--- config.mk ---
export PLATFORM = sky130hd
export DESIGN_NAME = tnm_cell
export DESIGN_NICKNAME = d
export VERILOG_FILES = /design/src/hw/rtl/two_hop_neighbor_matrix_core_assert.svh /design/src/hw/rtl/tnm_pkg.sv /design/src/hw/rtl/tnm_cell.sv
export SDC_FILE = /design/constraint.sdc
export NUM_CORES = 1
export LEC_CHECK = 0
export BUFFER_PORTS_ARGS = -buffer_cell sky130_fd_sc_hd__buf_2
export CORE_UTILIZATION = 51
export CTS_CLUSTER_SIZE = 12
export DETAILED_ROUTE_END_ITERATION = 8
export GPL_ROUTABILITY_DRIVEN = 1
export HOLD_SLACK_MARGIN = 0.08
export PLACE_DENSITY = 0.76
export REMOVE_ABC_BUFFERS = 1
export SYNTH_ARGS = -nofsm -noshare
export SYNTH_HDL_FRONTEND = slang
export SYNTH_SLANG_ARGS = --single-unit
export TNS_END_PERCENT = 30
--- constraint.sdc ---
create_clock -name clk -period 9.3 [get_ports clk]
set_input_delay 0.465 -clock clk [delete_from_list [all_inputs] [get_ports clk]]
set_output_delay 0.465 -clock clk [all_outputs]
set_load 0.01 [all_outputs]
--- src/hw/rtl/two_hop_neighbor_matrix_core_assert.svh ---
// Assertion macros used by the RTL of the two-hop neighbor block.
`ifndef TWO_HOP_NEIGHBOR_MATRIX_CORE_ASSERT_SVH
`define TWO_HOP_NEIGHBOR_MATRIX_CORE_ASSERT_SVH

// Plain property, checked on the rising clock edge outside reset.
`define TNM_ASSERT(label, clk, rst, prop, msg) \
  label: assert property (@(posedge clk) disable iff (rst) prop) else $error(msg);

// Overlapping implication: a |-> b.
`define TNM_ASSERT_IMP(label, clk, rst, a, b, msg) \
  label: assert property (@(posedge clk) disable iff (rst) (a) |-> (b)) else $error(msg);

// Next-cycle implication: a |=> b.
`define TNM_ASSERT_NEXT(label, clk, rst, a, b, msg) \
  label: assert property (@(posedge clk) disable iff (rst) (a) |=> (b)) else $error(msg);

`endif

--- src/hw/rtl/tnm_pkg.sv ---
package tnm_pkg;

  localparam int DATA_W        = 64;
  localparam int NC_W          = 7;
  localparam int ROW_W         = 6;
  localparam int MAX_NODES_DEF = 64;
  localparam logic [NC_W-1:0] NODE_COUNT_RST = NC_W'(64);

  // Command broadcast to every cell of the chain
  typedef enum logic [2:0] {
    CELL_IDLE,
    CELL_LOAD,
    CELL_INIT_A,
    CELL_STEP_A,
    CELL_INIT_B,
    CELL_STEP_B,
    CELL_SHIFT_OUT
  } cell_op_t;

  typedef struct packed {
    cell_op_t           op;
    logic [ROW_W-1:0]   load_idx;
    logic [DATA_W-1:0]  mask;
  } cell_ctl_t;

  typedef enum logic [2:0] {
    S_LOAD,
    S_INIT_A,
    S_RUN_A,
    S_INIT_B,
    S_RUN_B,
    S_EMIT
  } state_t;

endpackage

--- src/hw/rtl/tnm_cell.sv ---
// One person of the matrix: holds its adjacency row, its reach, its
// candidate row, and a traveling word that moves one cell per step.
module tnm_cell #(
  parameter int MAX_NODES = tnm_pkg::MAX_NODES_DEF,
  parameter int IDX       = 0
) (
  input  logic                              clk,
  input  tnm_pkg::cell_ctl_t                ctl,
  input  logic [tnm_pkg::DATA_W-1:0]        load_data,
  input  logic [tnm_pkg::DATA_W-1:0]        trav_in_row,
  input  logic [$clog2(MAX_NODES)-1:0]      trav_in_idx,
  input  logic [tnm_pkg::DATA_W-1:0]        res_in,
  output logic [tnm_pkg::DATA_W-1:0]        trav_row,
  output logic [$clog2(MAX_NODES)-1:0]      trav_idx,
  output logic [tnm_pkg::DATA_W-1:0]        res
);

  localparam int IW = $clog2(MAX_NODES);
  localparam logic [tnm_pkg::ROW_W-1:0] MY_ROW = tnm_pkg::ROW_W'(IDX);
  localparam logic [IW-1:0]             MY_IDX = IW'(IDX);
  localparam logic [tnm_pkg::DATA_W-1:0] SELF = tnm_pkg::DATA_W'(1) << IDX;

  logic [tnm_pkg::DATA_W-1:0] row;
  logic [tnm_pkg::DATA_W-1:0] acc;
  logic [tnm_pkg::DATA_W-1:0] cand;

  // new candidates: reached in two hops, not yet a friend, not self
  assign cand = acc & ~row & ~SELF & ctl.mask;

  always_ff @(posedge clk) begin
    case (ctl.op)
      tnm_pkg::CELL_LOAD: begin
        if (ctl.load_idx == MY_ROW) row <= load_data & ctl.mask;
      end
      tnm_pkg::CELL_INIT_A: begin
        acc      <= '0;
        trav_row <= row;
        trav_idx <= MY_IDX;
      end
      tnm_pkg::CELL_STEP_A: begin
        // friend j's row passes by: fold it into the reach
        if (row[trav_idx]) acc <= acc | trav_row;
        trav_row <= trav_in_row;
        trav_idx <= trav_in_idx;
      end
      tnm_pkg::CELL_INIT_B: begin
        res      <= cand;
        // cells past the node count hold stale rows: keep them out of the mirror
        trav_row <= ctl.mask[IDX] ? cand : '0;
        trav_idx <= MY_IDX;
      end
      tnm_pkg::CELL_STEP_B: begin
        // candidate row j names this cell: mirror the bit
        if (trav_row[IDX]) res[trav_idx] <= 1'b1;
        trav_row <= trav_in_row;
        trav_idx <= trav_in_idx;
      end
      tnm_pkg::CELL_SHIFT_OUT: begin
        res <= res_in;
      end
      default: ;
    endcase
  end

endmodule

; ---- Yosys cells after proc, flatten, opt, wreduce, memory -nomap -nowiden
; Cells that the tools add are included.
[totals]
ff_bits = 262
output_inout_bits = 134
in_bits = 272
word_cells = 43
[op_classes]
n_reduce_logical = 11
bitwise_logic = 6
n_mux = 11
n_eq_ne = 8
order_cmp = 2
[op_table]
columns = operator, count
row1 = one-hot mux 64 bit (3 select lines), 2
row2 = bitwise AND 64 bit, 3
row3 = two-way mux 64 bit, 3
row4 = bitwise OR 64 bit, 2
row5 = one-hot mux 64 bit (2 select lines), 1
row6 = NOT 64 bit, 1
row7 = one-hot mux 6 bit (2 select lines), 1
row8 = "== test 3 bit, second input constant", 3
row9 = "< comparator 6 x 7 -> 1 bit, second input constant", 1
row10 = binary-select mux 1 bit (select 6 bit), 1
row11 = demux 1 bit (select 6 bit), 1
row12 = "== test 3 x 2 -> 1 bit, second input constant", 2
row13 = "greater-or-equal comparator 6 x 1 -> 1 bit, second input constant", 1
row14 = logical NOT 6 bit, 1
row15 = AND reduction 2 bit, 3
row16 = nonzero test 3 bit, 2
row17 = "!= test 2 bit, second input constant", 2
row18 = nonzero test 2 bit, 2
row19 = OR reduction 2 bit, 2
row20 = "== test 3 x 1 -> 1 bit, second input constant", 1
row21 = two-way mux 1 bit, 2
row22 = logical AND 1 bit, 1

; ---- Depth between registers and ports, before layout
[logic_depth]
ltp_word = 7
ltp_mapped = 8
depth_no_buf = 5

; ---- Worst setup path after synthesis
; OpenSTA, ideal clock, no wires.
[synth_path]
path_kind = input to register
from = in ctl[67] (netlist name)
to = reg row[0] (netlist name) (enable)
required_time_ns = 8.633
arrival_time_ns = 7.366
setup_ns = 0.667
cell_stages = 3
path_slack_ns = 1.268
path_buffers = 0
path_cell_list = nor4_1 > nand2_1 > nor4b_1
[synth_via]
elab_chain_cells = 2
[synth_rtl]
columns = item, line_no
row1 = "start, declared", tnm_cell.sv:8  ; input tnm_pkg::cell_ctl_t ctl,
row2 = logical NOT 6 bit, tnm_cell.sv:33  ; if (ctl.load_idx == MY_ROW) row <= load_data & ctl.mask;
row3 = AND reduction 2 bit (no line), -
row4 = "end signal, assigned", tnm_cell.sv:33
row5 = "end, declared", tnm_cell.sv:23  ; logic [tnm_pkg::DATA_W-1:0] row;
; Every way passes these cells.
; A chain may end at the register's enable or synchronous reset.

; ---- Worst setup path in the final report
[layout_path]
from = reg trav_idx[0]
to = reg acc[21] (netlist name) (enable)
[layout_via]
elab_chain_cells = 4
[layout_rtl]
columns = item, line_no
row1 = "start, declared", tnm_cell.sv:14  ; output logic [$clog2(MAX_NODES)-1:0] trav_idx,
row2 = "start signal, assigned", tnm_cell.sv:44  ; trav_idx <= trav_in_idx;
row3 = "start signal, assigned", tnm_cell.sv:56  ; trav_idx <= trav_in_idx;
row4 = binary-select mux 1 bit (select 6 bit), tnm_cell.sv:42  ; if (row[trav_idx]) acc <= acc | trav_row;
row5 = two-way mux 1 bit (not written as such), tnm_cell.sv:42
row6 = != test 2 bit (no line), -
row7 = AND reduction 2 bit (no line), -
row8 = "end signal, assigned", tnm_cell.sv:42
row9 = "end, declared", tnm_cell.sv:24  ; logic [tnm_pkg::DATA_W-1:0] acc;
; Every way passes these cells. The select of a mux whose other input is x is not followed.

==> summary.md <==
| Metric | Value |
|---|---|
| Total global-route track usage | `34.2%` |
| Setup_tns | `0 ns` |
| DR WL/cell | `approximately 24 microns` |
| Synth unique cells | `40` |
| Gpl congestion | `0.880` |
| Total grt overflow | `0` |
| # setup viols final | `0` |
| Pre-antenna DRT Iters | `6` |
| Commonest cells after routing, fill and taps aside | `buf_2, edfxtp_1, nor2_1` |
| Final wirelength | `about 43000 microns` |
| CTS tree | `yes` |
| Post-DR vias/cell | `roughly 6.2` |
| Cts hold-fix bufs | `0` |
| Final nets | `~1700` |
| Initial DRC count | `1229` |
| PD cells | `between 150 and 200 nW/um^2` |
| Vias in the first global route | `10470` |
| Total power | `2.89 mW` |
| Hold Path Class | `in2reg` |
| Vias | `between 10000 and 15000` |
| Die area | `~25000 sq um` |
| Starting Density | `a little over half` |
| Post-CTS sizing | `0` |
| Lkg Pwr | `5.95 nW` |
| Worst-margin pin slew | `between 1 and 1.5 ns` |
| Ys Warns | `0` |
| WP data required | `around 9.5 ns` |
| Die width | `158 microns` |
| Max Slew Vio Count | `0` |
| DP Wirelength | `just under 30000 microns` |
| Top cells by area, synth | `edfxtp_1, nor2_1, a22oi_1, a221o_1, and2_1` |
| Type of the worst setup path | `reg2reg` |
| Drt drc | `0` |
| CTS buffer count | `28` |
| Row cnt | `56` |
| Clock Sinks | `about 260` |
| Clock skew | `around 0.016 ns` |
| Syn_area_per_cell | `11.8 sq um` |
| CP Launch Type | `flop` |
| CORE AREA | `about 24000 sq um` |
| Crit-path max FO | `48` |
| Share of layout cells above drive strength 1 | `32.9%` |
| Tmin final | `3.83 ns` |
| Clk_lat worst skew | `0.54 ns` |
| Yosys reg bits | `approximately 260` |
| Port Buf Inserts | `just over 400` |
| Worst slack, placed | `5.48 ns` |
| Area share of the largest cell type after synthesis | `63.4%` |
| Crit path arrival time | `between 3 and 4 ns` |
| Outcome | `finished clean` |
| Commonest non-fill, non-tap cell in the layout | `buf_2` |
| Clk slew on worst S/H paths | `around 0.06 ns` |
| First-pass GRT wire length | `61900 microns` |
| RSZ-0062 raised after global routing | `no` |
| Syn-to-layout area delta | `25.9%` |
| Largest net degree at the start of global routing | `~70` |
| Setup ws final | `5.47 ns` |
| Die height | `158 microns` |
| Fin util | `roughly two thirds` |
| FMAX | `between 200 and 300 MHz` |
| Max clock buf depth | `3` |
| Crit path capture type | `flop` |
| MaxCap Viol Count | `0` |
| Post-DRT Antenna Nets | `0` |
| Critical path buffers and inverters | `1` |
| # IOs | `roughly 400` |
| Fin. Hold Viols | `0` |
| Postcts setup bufs | `0` |
| Fraction of the yosys area taken by sequential cells | `approximately 63%` |
| H-tree level count | `1` |
| Yosys top cell by area | `edfxtp_1` |
| Mapped Cells | `1051` |
| Clock root buffer | `clkbuf_16` |
| Slew margin rel. | `under 10%` |
| Top delay family on crit path | `flip-flops` |
| CP max stage delay | `1.13 ns` |
| CP Cell Sequence | `nor2b_1, a221o_1, nand3_1, and3_1, a41oi_4, buf_4` |
| Initial antenna violation count | `1` |
| Crit share post-route | `between 40% and 50%` |
| Maximum vdd ir drop | `0.000106 V` |
| Worst R2R Setup Slack | `between 5 and 6 ns` |
| Critical path's slowest cell | `edfxtp_1` |
| Cell Area, Synth | `~12000 sq um` |
## metal layers
| metal | global-route usage, % | up-vias | share of wire, % |
|---|---|---|---|
| met3 | 7.04 | 107 | 11 |
| met2 | 56.4 | 839 | 48 |
| met5 | 0 | - | 0 |
| met4 | 13.8 | 0 | 3.8 |
| met1 | 44.1 | 5188 | 36 |
| li1 | - | 4786 | - |
## stage by stage
stage | hold slack (ns) | instance area [sq um] | std cells
floorplan | 0.537 | 12100 | 988
global placement | 0.535 | 14700 | 1726
detailed placement | 0.553 | 14700 | 1726
CTS | 0.185 | 15600 | 1773
global route | 0.202 | 15600 | 1773
finish | 0.198 | 15600 | 1775
## synth_stat cells
library cell,instances
nor4_1,1
or2_2,1
o21ai_0,68
and3b_1,2
buf_2,16
o311a_2,1
nor2_1,196
mux4_2,3
nand2b_1,2
mux2i_1,5
o31ai_1,9
nor3_1,56
a221o_1,56
nor3b_1,4
a21boi_0,1
edfxtp_1,261
nand3_1,1
a31oi_1,1
clkbuf_1,42
inv_1,2
a311oi_1,2
and2_1,73
mux2_2,6
nor3b_2,2
nand2_1,73
a221oi_1,1
a22o_1,1
a41oi_2,1
a22oi_1,75
nor4b_1,1
nor2b_1,3
buf_4,1
mux4_1,7
buf_1,3
nand3b_1,2
and3_1,2
xor2_1,2
buf_6,1
a21oi_1,65
nor3_2,2
## cells by family (layout without fill, tap and decap cells)
group | after synthesis | after routing | synth area share [%]
mux | 21 | 21 | 2.99
buf+inv | 65 | 468 | 2.23
xor+xnor | 2 | 2 | 0.142
other cells | 0 | 2 | 0
flops | 261 | 261 | 63.4
compound gates | 281 | 281 | 15.6
simple gates | 421 | 421 | 15.6
## final timing paths
kind,depth (start not counted),start,end
setup / recovery,6,trav_idx[0],acc[21]
hold / removal,2,trav_in_idx[1],trav_idx[1]
setup reg to reg,6,trav_idx[0],acc[21]
hold reg to reg,2,trav_row[10],acc[10]
## report_power, final
part / leakage, nW / internal [mW] / switching (mW)
Sequential: 2.41 / 1.38 / 0.0562
Combinational: 3.12 / 0.149 / 0.239
Clock: 0.418 / 0.616 / 0.450
## registers in the layout, summed over array words and instances (netlist names)
register and count:
res 64, row 64, trav_row 64, acc 63, trav_idx 6
## final cells by class
cell class | instances | area, sq um
Fill cell | 1891 | 8050
Sequential cell | 261 | 7840
Multi-Input combinational cell | 725 | 4330
Timing Repair Buffer | 419 | 2130
Clock buffer | 34 | 744
Tap cell | 319 | 399
Clock inverter | 13 | 106
Inverter | 2 | 7.51
Antenna cell | 2 | 5.00
## worst reg2reg max path, cell delays in order (launching register included)
cell and delay (ns):
edfxtp_1 1.13, nor2b_1 0.39, a221o_1 0.22, nand3_1 0.08, and3_1 0.24, a41oi_4 0.63
buf_4 0.72
(Power assumes the default switching activity.)
